==> src/hdl/pft_pkg.sv <==
`timescale 1ns / 1ps
package pft_pkg;

    localparam int POS_W          = 24;
    localparam int AXIS_W         = 24;
    localparam int OFF_W          = 24;
    localparam int TEX_W          = 32;
    localparam int POS_FRAC_BITS  = 8;
    localparam int AXIS_FRAC_BITS = 16;
    // product carries POS+AXIS fraction bits; result keeps POS fraction bits
    localparam int DROP_BITS      = POS_FRAC_BITS + AXIS_FRAC_BITS - POS_FRAC_BITS;
    localparam int PROD_W         = POS_W + AXIS_W;
    localparam int ACC_W          = PROD_W + 4;

    localparam int QUEUE_DEPTH    = 4;
    localparam int QPTR_W         = $clog2(QUEUE_DEPTH);
    localparam int QCNT_W         = $clog2(QUEUE_DEPTH + 1);

    // what the back end does with a queued vertex
    typedef enum logic [1:0] {
        KIND_ANCHOR,
        KIND_SECOND,
        KIND_EMIT
    } kind_t;

    typedef enum logic [1:0] {
        CORNER_ANCHOR = 2'd0,
        CORNER_PREV   = 2'd1,
        CORNER_CUR    = 2'd2
    } corner_t;

    typedef enum logic [1:0] {
        BK_FIRST,
        BK_SECOND,
        BK_THIRD
    } bk_state_t;

    typedef struct packed {
        logic signed [POS_W-1:0] x;
        logic signed [POS_W-1:0] y;
        logic signed [POS_W-1:0] z;
        logic signed [TEX_W-1:0] u;
        logic signed [TEX_W-1:0] v;
    } pt_t;

    typedef struct packed {
        pt_t   pt;
        kind_t kind;
    } vtx_t;

    typedef struct packed {
        logic              empty;
        logic [QCNT_W-1:0] count;
    } q_stat_t;

endpackage

==> src/hdl/pft_queue.sv <==
`timescale 1ns / 1ps
module pft_queue (
    input  logic             aclk,
    input  logic             aresetn,
    input  logic             push,
    input  pft_pkg::vtx_t    push_data,
    input  logic             pop,
    output pft_pkg::vtx_t    head,
    output pft_pkg::q_stat_t stat
);
    import pft_pkg::*;

    vtx_t              entry_reg [QUEUE_DEPTH];
    logic [QPTR_W-1:0] wr_ptr_reg, rd_ptr_reg;
    logic [QCNT_W-1:0] count_reg;

    function automatic logic [QPTR_W-1:0] ptr_inc(input logic [QPTR_W-1:0] p);
        if (p == QPTR_W'(QUEUE_DEPTH - 1)) begin
            ptr_inc = '0;
        end else begin
            ptr_inc = p + QPTR_W'(1);
        end
    endfunction

    always_ff @(posedge aclk) begin
        if (!aresetn) begin
            wr_ptr_reg <= '0;
            rd_ptr_reg <= '0;
            count_reg  <= '0;
        end else begin
            if (push) begin
                wr_ptr_reg <= ptr_inc(wr_ptr_reg);
            end
            if (pop) begin
                rd_ptr_reg <= ptr_inc(rd_ptr_reg);
            end
            if (push && !pop) begin
                count_reg <= count_reg + QCNT_W'(1);
            end else if (pop && !push) begin
                count_reg <= count_reg - QCNT_W'(1);
            end
        end
    end

    always_ff @(posedge aclk) begin
        if (push) begin
            entry_reg[wr_ptr_reg] <= push_data;
        end
    end

    assign head       = entry_reg[rd_ptr_reg];
    assign stat.empty = (count_reg == '0);
    assign stat.count = count_reg;

endmodule

==> config.mk <==
export PLATFORM = sky130hd
export DESIGN_NAME = pft_queue
export DESIGN_NICKNAME = d
export VERILOG_FILES = /design/src/hdl/pft_pkg.sv /design/src/hdl/pft_queue.sv
export SDC_FILE = /design/constraint.sdc
export NUM_CORES = 1
export LEC_CHECK = 0
export CAP_MARGIN = 10
export CORE_UTILIZATION = 40
export CTS_BUF_LIST = sky130_fd_sc_hd__clkbuf_16
export DETAILED_ROUTE_END_ITERATION = 10
export DONT_BUFFER_PORTS = 1
export SLEW_MARGIN = 40
export SYNTH_ARGS = -nofsm -noshare
export SYNTH_HDL_FRONTEND = slang
export SYNTH_SLANG_ARGS = --single-unit
==> constraint.sdc <==
create_clock -name aclk -period 14.95 [get_ports aclk]
set_clock_uncertainty 0.2 [all_clocks]
set_input_delay 2.99 -clock aclk [delete_from_list [all_inputs] [get_ports aclk]]
set_output_delay 2.99 -clock aclk [all_outputs]
set_load 0.01 [all_outputs]
==> impl_results.md <==
- Cells after Synth: 764
- Via Count: 7992
- Initial drt markers: 548
- Vias in the first global route: 8637
- Worst r2r src: wr_ptr_reg[0]
- Gr usage total: 0.149
- Drt pass-1 iters: 4
- Switching Share: 0.209
- Pins Over Slew Limit: 0
- Global-route wire length before repair: 57400 um
- Max FFs per register: 552
- Residual DRC: 0
- Cell variety after synth: 22
- RSZ-0062 raised after global routing: no
- Post_cts resized: 0
- Worst vdd ir: 0.000112 V
- Post-synth net total: 913
- YS warnings: 0
- Antenna cells: 0
- Initial antenna violation count: 0
- Die span in x: 228 um
- Crit path max fanout: 44
- Crit Path Class: reg2out
- Reg power frac: 0.539
- Routed len/inst: 25.3 um
- Met1 Use GR: 0.184
- Asr flop ratio synth: 0
- Worst slew margin: 0.470
- Syn-to-layout area delta: 12.0%
- Clk_lat worst skew: 0.59 ns
- Layout cell share with drive strength beyond 1: 0.278
- DRT Wirelength: 38500 um
- Leakage power: 7.04 nW
- Status: finished, final reports clean
- Layout net count: 954
- Vertical die dimension: 228 um
- Pwr Total: 0.00338 W
- Final setup violation count: 0
- TritonCTS clock tree: yes
- Post-DRT Antenna Nets: 0
- # rows: 82
- Commonest cells after routing, fill and taps aside: edfxtp_1 (552), mux4_2 (138), clkbuf_16 (57), inv_1 (16), clkinv_1 (12)
- Critical Path Sink Type: output port
- Root Buffer Master: clkbuf_16
- Vias per cell: 5.25
- Largest net degree at the start of global routing: 61
- CTS Buffer Depth: 3
- Detailed Place HPWL: 22800 um
- Core area: 50400 um2
- Most common cell after layout, fill and taps aside: edfxtp_1
- H-tree Lvls: 2
- Post-Synthesis Cell Area: 20500 um2
- Hold violation total from the final report: 0
- Startpoint Class: flop
- GRT Max-Usage Layer: met2
- Main flop type after synthesis: edfxtp_1
- Num CTS Buffers: 55
- Setup TNS: 0 ns
- EDFF count, synth: 552
- Post-synthesis sequential area ratio: 0.818
- Met3 Usage GRT: 0.0625
- Worst hold path type: reg2reg
- Int Power: 0.00268 W
- Crit path time final: 6.27 ns
- Met2 usage: 0.240
- Post-CTS Hold Buffers: 0
- Power Density: 148 nW/um2
- Fmax: 0.159 GHz
- Initial Utilization: 0.407
- Die area: 52100 um2
- Worst Min Path Start: rd_ptr_reg[1]
- Hold Slack: 0.334 ns
- Clock share of power: 0.399
- I/O Buffers: 0
- Final RePlAce weighted congestion: 0.741
- Worst Tran Pin Value: 0.795 ns
- Maxcap violations: 0
- TritonCTS sink count: 561
- Gr ovfl total: 0
- Worst EP required: 11.76 ns
- Worst R2R Setup Slack: 12.44 ns
- Setup repair bufs after CTS: 0
- Yosys reg bits: 561
- Logic pwr share: 0.061
- Io pins: 284
- Avg Inst Size Synth: 26.8 um2
- Reported net switching power: 0.000709 W
- Tcrit/Tclk final: 0.420
- CP arrival: 3.08 ns
- Clock slew at reported path FFs: 0.06 ns
-- per-layer routing --
metal	share of wire	routed length (um)	vias to the layer above
met5	0	0	-
met4	0.021	827	0
met3	0.10	4020	58
met2	0.49	18800	269
met1	0.39	14900	4281
li1	-	-	3384
-- worst max-delay path: stages, from the launching register on --
cell	delay, ns
dfxtp_4	0.55
buf_6	0.57
buf_6	0.55
mux4_2	0.67
-- area by class of cell --
cell class	count	area, um2
clock buffer	57	1430
multi-input combinational	168	3370
fill	4096	27400
timing repair buffer	15	168
inverter	4	15.0
clock inverter	44	355
sequential	561	16800
tap	672	841
-- worst paths after layout --
kind / end / cells past startpoint
hold reg to reg: flop / 2
hold / removal: flop / 2
setup reg to reg: entry_reg[2][2] / 4
setup / recovery: head[11] / 3
-- kinds of logic (layout without fill, tap and decap cells) --
family | count (synthesis) | after routing | share of synthesized area
compound gates | 3 | 3 | 0.000978
xor+xnor | 2 | 2 | 0.000855
fa+ha+maj | 7 | 7 | 0.00464
buf+inv | 35 | 120 | 0.0176
flops | 561 | 561 | 0.818
mux | 142 | 142 | 0.154
simple gates | 14 | 14 | 0.00403
-- synthesized netlist by cell type, types with 2 or more instances --
master,instances,area share
nor3_1,2,0.00049
buf_6,4,0.0022
ha_1,6,0.0037
mux2i_1,4,0.0020
and2_1,5,0.0015
mux4_2,138,0.15
inv_1,4,0.00073
edfxtp_1,552,0.81
nor2b_1,5,0.0015
dfxtp_1,9,0.0088
buf_2,13,0.0032
clkbuf_1,2,0.00037
buf_12,11,0.011
-- through the flow --
step                      cells  area [um2]  utilization  setup WS [ns]
after floorplan             764       20500            -           8.09
after global placement     1418       21100        0.419           8.72
after detailed placement   1419       21100        0.420           9.22
after CTS                  1520       22900        0.455           8.55
after global routing       1521       22900        0.455           8.42
final                      1521       22900        0.455           8.68
-- power groups by stage --
| stage | sequential, W | combinational [W] | clock (W) |
|---|---|---|---|
| detailed placement | 0.00186 | 0.000215 | 0 |
| CTS | 0.00183 | 0.000215 | 0.00138 |
| floorplan | 0.00186 | 0.000174 | 0 |
| global placement | 0.00186 | 0.000213 | 0 |
| global route | 0.00183 | 0.000224 | 0.00144 |
| finish | 0.00183 | 0.000208 | 0.00135 |
Note: power is estimated with default switching activity, not from simulation.
