--- src/hdl/pft_pkg.sv ---
`timescale 1ns / 1ps
package pft_pkg;

    localparam int POS_W          = 24;
    localparam int AXIS_W         = 24;
    localparam int OFF_W          = 24;
    localparam int TEX_W          = 32;
    localparam int POS_FRAC_BITS  = 8;
    localparam int AXIS_FRAC_BITS = 16;
    // product carries POS+AXIS fraction bits; result keeps POS fraction bits
    localparam int DROP_BITS      = POS_FRAC_BITS + AXIS_FRAC_BITS - POS_FRAC_BITS;
    localparam int PROD_W         = POS_W + AXIS_W;
    localparam int ACC_W          = PROD_W + 4;

    localparam int QUEUE_DEPTH    = 4;
    localparam int QPTR_W         = $clog2(QUEUE_DEPTH);
    localparam int QCNT_W         = $clog2(QUEUE_DEPTH + 1);

    // what the back end does with a queued vertex
    typedef enum logic [1:0] {
        KIND_ANCHOR,
        KIND_SECOND,
        KIND_EMIT
    } kind_t;

    typedef enum logic [1:0] {
        CORNER_ANCHOR = 2'd0,
        CORNER_PREV   = 2'd1,
        CORNER_CUR    = 2'd2
    } corner_t;

    typedef enum logic [1:0] {
        BK_FIRST,
        BK_SECOND,
        BK_THIRD
    } bk_state_t;

    typedef struct packed {
        logic signed [POS_W-1:0] x;
        logic signed [POS_W-1:0] y;
        logic signed [POS_W-1:0] z;
        logic signed [TEX_W-1:0] u;
        logic signed [TEX_W-1:0] v;
    } pt_t;

    typedef struct packed {
        pt_t   pt;
        kind_t kind;
    } vtx_t;

    typedef struct packed {
        logic              empty;
        logic [QCNT_W-1:0] count;
    } q_stat_t;

endpackage

--- src/hdl/pft_back.sv ---
`timescale 1ns / 1ps
module pft_back (
    input  logic                              aclk,
    input  logic                              aresetn,
    input  pft_pkg::q_stat_t                  q_stat,
    input  pft_pkg::vtx_t                     head,
    output logic                              pop,
    output logic                              m_valid,
    input  logic                              m_ready,
    output logic signed [pft_pkg::POS_W-1:0]  m_out_x,
    output logic signed [pft_pkg::POS_W-1:0]  m_out_y,
    output logic signed [pft_pkg::POS_W-1:0]  m_out_z,
    output logic signed [pft_pkg::TEX_W-1:0]  m_out_u,
    output logic signed [pft_pkg::TEX_W-1:0]  m_out_v,
    output logic [1:0]                        m_corner_index,
    output logic                              m_triangle_last
);
    import pft_pkg::*;

    bk_state_t state_reg, state_next;
    pt_t       anchor_reg, prev_reg, out_pt_reg;
    corner_t   corner_reg;
    logic      last_reg;
    logic      m_valid_reg, m_valid_next;

    logic      slot_free;
    logic      load_out;
    pt_t       out_pt_sel;
    corner_t   corner_sel;
    logic      set_anchor, set_prev;

    assign slot_free = !m_valid_reg || m_ready;

    always_ff @(posedge aclk) begin
        if (!aresetn) begin
            state_reg   <= BK_FIRST;
            m_valid_reg <= 1'b0;
        end else begin
            state_reg   <= state_next;
            m_valid_reg <= m_valid_next;
        end
    end

    always_comb begin
        state_next = state_reg;
        pop        = 1'b0;
        load_out   = 1'b0;
        out_pt_sel = head.pt;
        corner_sel = CORNER_CUR;
        set_anchor = 1'b0;
        set_prev   = 1'b0;
        unique case (state_reg)
            BK_FIRST: begin
                if (!q_stat.empty) begin
                    unique case (head.kind)
                        KIND_ANCHOR: begin
                            set_anchor = 1'b1;
                            set_prev   = 1'b1;
                            pop        = 1'b1;
                        end
                        KIND_SECOND: begin
                            set_prev = 1'b1;
                            pop      = 1'b1;
                        end
                        KIND_EMIT: begin
                            // hold the word at the head until its own corner goes out
                            if (slot_free) begin
                                load_out   = 1'b1;
                                out_pt_sel = anchor_reg;
                                corner_sel = CORNER_ANCHOR;
                                state_next = BK_SECOND;
                            end
                        end
                        default: begin
                            pop = 1'b1;
                        end
                    endcase
                end
            end
            BK_SECOND: begin
                if (slot_free) begin
                    load_out   = 1'b1;
                    out_pt_sel = prev_reg;
                    corner_sel = CORNER_PREV;
                    state_next = BK_THIRD;
                end
            end
            BK_THIRD: begin
                if (slot_free) begin
                    load_out   = 1'b1;
                    corner_sel = CORNER_CUR;
                    set_prev   = 1'b1;
                    pop        = 1'b1;
                    state_next = BK_FIRST;
                end
            end
            default: begin
                state_next = BK_FIRST;
            end
        endcase

        if (load_out) begin
            m_valid_next = 1'b1;
        end else if (m_ready) begin
            m_valid_next = 1'b0;
        end else begin
            m_valid_next = m_valid_reg;
        end
    end

    always_ff @(posedge aclk) begin
        if (set_anchor) begin
            anchor_reg <= head.pt;
        end
        if (set_prev) begin
            prev_reg <= head.pt;
        end
        if (load_out) begin
            out_pt_reg <= out_pt_sel;
            corner_reg <= corner_sel;
            last_reg   <= (corner_sel == CORNER_CUR);
        end
    end

    assign m_valid         = m_valid_reg;
    assign m_out_x         = out_pt_reg.x;
    assign m_out_y         = out_pt_reg.y;
    assign m_out_z         = out_pt_reg.z;
    assign m_out_u         = out_pt_reg.u;
    assign m_out_v         = out_pt_reg.v;
    assign m_corner_index  = corner_reg;
    assign m_triangle_last = last_reg;

endmodule

--- config.mk ---
export PLATFORM = sky130hd
export DESIGN_NAME = pft_back
export DESIGN_NICKNAME = d
export VERILOG_FILES = /design/src/hdl/pft_pkg.sv /design/src/hdl/pft_back.sv
export SDC_FILE = /design/constraint.sdc
export NUM_CORES = 1
export LEC_CHECK = 0
export BUFFER_PORTS_ARGS = -buffer_cell sky130_fd_sc_hd__buf_2
export CAP_MARGIN = 0
export CORE_ASPECT_RATIO = 0.8
export CORE_MARGIN = 3
export CORE_UTILIZATION = 55
export CTS_CLUSTER_DIAMETER = 60
export CTS_CLUSTER_SIZE = 28
export DETAILED_ROUTE_END_ITERATION = 10
export PLACE_DENSITY = 0.79
export SLEW_MARGIN = 20
export SYNTH_ARGS = -nofsm -noshare
export SYNTH_HDL_FRONTEND = slang
export SYNTH_SLANG_ARGS = --single-unit
--- constraint.sdc ---
create_clock -name aclk -period 19 [get_ports aclk]
set_clock_uncertainty 0.2 [all_clocks]
set_input_delay 1.9 -clock aclk [delete_from_list [all_inputs] [get_ports aclk]]
set_output_delay 1.9 -clock aclk [all_outputs]
set_load 0.005 [all_outputs]
==> out/results.ini, run 1 <==
[critical_path]
required_ns=16.90
crit_path_start_kind=primary input
cp_max_fo=4
critPathKind=in2out
cpMostUsedCell=buf_2
endpoint_kind=output pin
cp_data_arrival_time_ns=2.79
crit_chain=buf_2 -> nand2b_1 -> o21ai_0 -> buf_2
cp_slowest_stage_delay_ns=0.34
slowest_stage=o21ai_0

[sta]
worst_pin_slew_ns=1.10
whs_ns=0.312
setup_tns_ns=0
fmax_ghz=0.204
slew_violations=0
setup_viol=0
rsz0062_at_grt=no
finalCritPeriodShare=0.257
hold_viol=0
period_needed_ns=4.89
slew_headroom=0.269

[global_route]
grt_pass1_wl_um=44800
gr-total-overflow=0
grt_pass1_vias=7934
grt.total_usage=0.195
grt_max_degree=78
antenna_found_initial=5

[route]
first_pass_iters=5
drt_iter0_drc=710
vias_per_cell=5.75
wl_um=29900
via_count=8125
drc=0
wire_per_inst_um=21.1
ant_nets=0

[clocking]
numClockSinks=414
clk_latency_ns=0.54
post_cts_resized=0
htreeDepth=1
root_buffer=clkbuf_16
cts-buffers-inserted=24
cts_tree=built
cts_setup_buffers=0
clockBufferDepth=3
clk_pin_slew_ns=0.08
hold_buffers=0

[run_status]
status=finished clean

[floorplanning]
die_h_um=154
num_io_pins=286
start_util=0.566
fp.dieW_um=191
fp-row-count=53
die_area_um2=29400
core_um2=26600

[layout]
drive_above_1_share=0.321
final_cell_mix=edfxtp_1 (411), buf_2 (282), a22o_1 (136), a21o_1 (136), clkbuf_16 (25)
fin_nets=1189
synthToLayoutAreaGrowth_pct=17.4
layout_commonest_cell=edfxtp_1
fill_cells=1734
final_area_um2=17700
finalNonFillerCells=1413

[place]
port_buffers=282
hpwl_um=17600
place_congestion=0.764
dpl_cell_area_um2=16800
placed_cells=1370

[flow_run]
drv_cap=0

[power_and_ir_drop]
max-vdd-ir-drop_mv=0.0800
power_density_nw_per_um2=102
p_leak_nw=6.96
total_power_mw=1.80

[yosys]
ys_async_sr_fraction=0
syn_area_per_cell_um2=19.7
synth_cells=766
synth_edf_count=411
synth_nets=916
ys_warn_count=0
ys.flop_type=edfxtp_1
synth_cell_types=25
syn_area_um2=15100
ys_seq_elements=414
synth-seq-area-share=0.824

[min_path]
hold_class=reg2reg

==> logic make-up (layout without fill, tap and decap cells) <==
group	count (synthesis)	count (layout)	share of synthesized area
adders and majority gates	5	5	0.00415
AOI/OAI and AO/OA	280	280	0.150
muxes	1	1	0.000665
and+or+nand+nor	17	17	0.00673
buffers and inverters	49	338	0.0149
other	0	1	0
DFF	414	414	0.824
==> path summary, 6_finish.rpt <==
path,slack [ns],cells past startpoint,endpoint,start
worst max-delay path,14.11,4,pop,q_stat[3]
worst min-delay path,0.31,2,state_reg[1],state_reg[1]
worst max register to register,15.15,9,m_out_u[26],state_reg[1]
worst min register to register,0.31,2,state_reg[1],state_reg[1]
==> area by class of cell <==
class                           instances  area [um2]  share of cell area
Multi-Input combinational cell        303        2470               0.140
Timing Repair Buffer                  293        1490              0.0845
Clock buffer                           27         633              0.0358
Antenna cell                            1        2.50            0.000142
Clock inverter                         15         215              0.0122
Tap cell                              357         447              0.0253
Sequential cell                       414       12400               0.702
Inverter                                3        11.3            0.000637
==> Yosys cell counts (4+ instances only) <==
| library cell | n | area, um2 |
|---|---|---|
| nand2_1 | 6 | 22.5 |
| a22o_1 | 136 | 1190 |
| ha_1 | 5 | 62.6 |
| clkbuf_1 | 11 | 41.3 |
| nor2_1 | 4 | 15.0 |
| edfxtp_1 | 411 | 12300 |
| buf_1 | 5 | 18.8 |
| a21o_1 | 136 | 1020 |
| buf_2 | 28 | 140 |
==> power breakdown <==
group	switching [mW]	internal [mW]	total [mW]
Clock	0.312	0.263	0.575
Combinational	0.0839	0.0569	0.141
Sequential	0.0127	1.07	1.08
==> stage by stage <==
step | utilization | setup slack, ns
2_1_floorplan | - | 6.35
3_3_place_gp | 0.633 | 13.72
3_5_place_dp | 0.633 | 13.67
4_1_cts | 0.665 | 14.16
5_1_grt | 0.665 | 14.10
6_report | 0.665 | 14.11
==> critical path: cells and delay by family <==
family / cells / cell delay, ns
compound gates: 1 / 0.34
buf+inv: 2 / 0.29
simple gates: 1 / 0.27
==> per-layer routing <==
layer | up-vias | routed length [um] | track usage
met5 | - | 42 | 0
met1 | 4048 | 12000 | 0.280
met4 | 8 | 417 | 0.0342
met3 | 37 | 2970 | 0.0506
met2 | 358 | 14400 | 0.312
li1 | 3674 | - | -
Power figures use the tool's default switching activity.
==> inputs of run 2 (changes only) <==
==> constraint.sdc (replaced) <==
create_clock -name aclk -period 4.8 [get_ports aclk]
set_clock_uncertainty 0.2 [all_clocks]
set_input_delay 0.48 -clock aclk [delete_from_list [all_inputs] [get_ports aclk]]
set_output_delay 0.48 -clock aclk [all_outputs]
set_load 0.005 [all_outputs]
==> out/results.ini, run 2 (same netlist as run 1, synthesis figures left out) <==
[layout]
final_cell_mix=edfxtp_1 (411), buf_2 (282), dlygate4sd3_1 (137)
layout_commonest_cell=edfxtp_1
synthToLayoutAreaGrowth_pct=27.0
final_core_util=0.719
finalNonFillerCells=1550
drive_above_1_share=0.286
fill_cells=1556
fin_nets=1325

[floorplanning]
core_um2=26600
die_h_um=154
die_area_um2=29400
fp.dieW_um=191
fp-row-count=53
num_io_pins=286
start_util=0.566

[critical_path]
cpMostUsedCell=buf_12
cp_data_arrival_time_ns=3.25
crit_path_start_kind=flip-flop
slowest_stage=buf_12
crit_chain=inv_1 -> ha_1 -> nand2b_1 -> nor3b_4 -> buf_12 -> a21oi_1 -> nor2_4 -> buf_12
required_ns=4.76
endpoint_kind=flip-flop
critPathKind=reg2reg
cp_slowest_stage_delay_ns=0.56
cp_top_family=buffers and inverters
critPathBufInv=3
cp_max_fo=140

[clocking]
clk_latency_ns=0.54
clk_pin_slew_ns=0.09
cts_tree=built
cts_setup_buffers=0
clockBufferDepth=3
root_buffer=clkbuf_16
hold_buffers=137
post_cts_resized=0
numClockSinks=414
cts-buffers-inserted=24
htreeDepth=1

[route]
drc=0
wire_per_inst_um=21.6
vias_per_cell=5.70
first_pass_iters=7
ant_nets=0
via_count=8834
wl_um=33500
drt_iter0_drc=655

[power_and_ir_drop]
combPwrFrac=0.092
swShare=0.230
power_density_nw_per_um2=381
max-vdd-ir-drop_mv=0.245
pwr-share-clk=0.321
internal-power_mw=5.62
seq_power_share=0.587
p_sw_mw=1.68
p_leak_nw=7.56

[place]
place_ws_ns=1.50
placed_cells=1369
hpwl_um=17400
port_buffers=282
place_congestion=0.752

[sta]
worst_pin_slew_ns=1.04
slew_violations=0
finalCritPeriodShare=0.685
rsz0062_at_grt=no
fmax_ghz=0.304
slew_headroom=0.309
hold_viol=0
setup_viol=0
setup_slack_ns=1.51
period_needed_ns=3.29

[min_path]
hold_class=in2reg

[global_route]
grt_pass1_wl_um=51100
gr-total-overflow=0
grt_pass1_vias=8996
antenna_found_initial=3
grt_max_degree=141
grt.total_usage=0.221

[flow_run]
drv_cap=0

[run_status]
status=finished clean

run 2: worst paths after layout:
check	cells after the start	from	end	slack [ns]
worst max register to register	8	state_reg[1]	m_out_v[28]	1.51
worst min-delay path	3	q_stat[3]	state_reg[1]	0.1
worst max-delay path	8	state_reg[1]	m_out_v[28]	1.51
worst min register to register	2	state_reg[0]	state_reg[0]	0.33
run 2: area by class of cell:
cell class / instances / area (um2) / share of cell area
antenna: 3 / 7.51 / 0.000392
clock inverter: 16 / 250 / 0.0131
inverter: 3 / 11.3 / 0.000589
timing repair buffer: 429 / 2910 / 0.152
tap: 357 / 447 / 0.0234
multi-input combinational: 303 / 2480 / 0.130
clock buffer: 25 / 626 / 0.0327
sequential: 414 / 12400 / 0.648
run 2: metrics by stage:
stage | hold slack (ns) | instance area, um2 | TNS [ns] | total power [mW]
floorplan | 0.268 | 15100 | -28.23 | 4.66
global placement | 0.287 | 16900 | 0 | 4.91
detailed placement | 0.301 | 16900 | 0 | 4.93
CTS | 0.0722 | 19100 | 0 | 7.34
global route | 0.114 | 19100 | 0 | 7.55
finish | 0.0977 | 19100 | 0 | 7.30
run 2: worst min-delay path: cells and delay by family:
| family | cells | cell delay [ns] |
|---|---|---|
| muxes | 1 | 0.12 |
| buffers and inverters | 1 | 0.09 |
| AOI/OAI and AO/OA | 1 | 0.09 |
run 2: power groups by stage:
stage,Sequential (mW),Clock (mW),Combinational (mW)
global placement,4.35,0,0.555
detailed placement,4.36,0,0.573
finish,4.28,2.34,0.670
CTS,4.28,2.39,0.666
global route,4.30,2.53,0.726
floorplan,4.38,0,0.275
run 2: routing by layer:
metal,GRT usage,wire length (um)
met1,0.307,13700
met2,0.362,16300
met3,0.0456,2500
met4,0.0636,992
met5,0,0
==> inputs of run 3 (changes only) <==
==> constraint.sdc (replaced) <==
create_clock -name aclk -period 3.4 [get_ports aclk]
set_clock_uncertainty 0.2 [all_clocks]
set_input_delay 0.34 -clock aclk [delete_from_list [all_inputs] [get_ports aclk]]
set_output_delay 0.34 -clock aclk [all_outputs]
set_load 0.005 [all_outputs]
==> out/results.ini, run 3 (same netlist as run 1, synthesis figures left out) <==
[sta]
setup_viol=0
fmax_ghz=0.383
rsz0062_at_grt=no
setup_slack_ns=0.786
slew_headroom=0.377
worst_pin_slew_ns=0.932
hold_viol=0
slew_violations=0
whs_ns=0.0302
period_needed_ns=2.61
finalCritPeriodShare=0.769

[layout]
drive_above_1_share=0.292
final_area_um2=19200
synthToLayoutAreaGrowth_pct=27.7
finalNonFillerCells=1554
antennaDiodeCount=0
layout_commonest_cell=edfxtp_1
final_cell_mix=edfxtp_1 (411), buf_2 (282), dlygate4sd3_1 (139)
fin_nets=1331

[clocking]
hold_buffers=139
post_cts_resized=0
cts_setup_buffers=0
clk_pin_slew_ns=0.10
htreeDepth=1
numClockSinks=414
clk_latency_ns=0.54
cts-buffers-inserted=23
cts_tree=built
clockBufferDepth=3
root_buffer=clkbuf_16

[global_route]
grt_max_degree=139
grt.busiest_layer=met2
grt_pass1_wl_um=51600
grt.total_usage=0.224
grt_pass1_vias=9077
globalRouteMet1Util=0.311
grt_use_met3=0.0474
grt_util_met2=0.373
antenna_found_initial=0
gr-total-overflow=0

[critical_path]
critPathBufInv=2
reg2reg_from=state_reg[0]
cp_max_fo=61
cp_top_family=buffers and inverters
cp_slowest_stage_delay_ns=0.66
required_ns=3.59
critPathKind=reg2reg
crit_path_start_kind=flip-flop
endpoint_kind=flip-flop
slowest_stage=buf_4
crit_chain=inv_2 -> ha_4 -> nand2b_4 -> nor3b_4 -> buf_4 -> a22o_1 -> a21o_1
cp_data_arrival_time_ns=2.80
crit_start=state_reg[0]

[power_and_ir_drop]
power_density_nw_per_um2=530
max-vdd-ir-drop_mv=0.459
p_leak_nw=7.60

[route]
wire_per_inst_um=21.7
first_pass_iters=5
drt_iter0_drc=743
drc=0
vias_per_cell=5.71
via_count=8870
ant_nets=0
wl_um=33700

[floorplanning]
fp.dieW_um=191
die_h_um=154
start_util=0.566
core_um2=26600
num_io_pins=286
die_area_um2=29400
fp-row-count=53

[place]
port_buffers=282
place_ws_ns=0.787
placed_cells=1374
place_congestion=0.759
hpwl_um=17900
dpl_cell_area_um2=17000

[min_path]
hold_class=in2reg
min_from=head[0]

[flow_run]
drv_cap=0

[run_status]
status=finished clean

run 3: area by class of cell:
cell class / instances / area [um2]
sequential: 414 / 12400
fill: 1548 / 7370
timing repair buffer: 436 / 3050
multi-input combinational: 303 / 2510
clock buffer: 26 / 587
tap: 357 / 447
clock inverter: 15 / 213
inverter: 3 / 11.3
run 3: worst paths after layout:
kind / to / slack (ns) / cells after the start
worst max-delay path: m_out_z[8] / 0.79 / 7
worst min-delay path: anchor_reg[102] / 0.03 / 2
worst max register to register: m_out_z[8] / 0.79 / 7
worst min register to register: state_reg[1] / 0.29 / 2
run 3: stage by stage:
| step | utilization | setup TNS (ns) | total power [mW] |
|---|---|---|---|
| final | 0.723 | 0 | 10.2 |
| after detailed placement | 0.641 | 0 | 6.99 |
| after floorplan | - | -234.54 | 6.58 |
| after CTS | 0.723 | 0 | 10.2 |
| after global routing | 0.723 | 0 | 10.6 |
| after global placement | 0.641 | 0 | 6.95 |
run 3: where the power goes:
part / internal, mW / leakage, nW / total (mW) / switching [mW]
Sequential: 5.97 / 3.83 / 6.05 / 0.0777
Clock: 1.44 / 0.389 / 3.16 / 1.73
Combinational: 0.451 / 3.38 / 0.972 / 0.521
Total: 7.86 / 7.60 / 10.2 / 2.32
run 3: routing by layer:
| layer | vias to the layer above | share of wire |
|---|---|---|
| met2 | 445 | 0.49 |
| met3 | 53 | 0.087 |
| met1 | 4413 | 0.40 |
| li1 | 3959 | - |
| met4 | 0 | 0.022 |
| met5 | - | 0 |
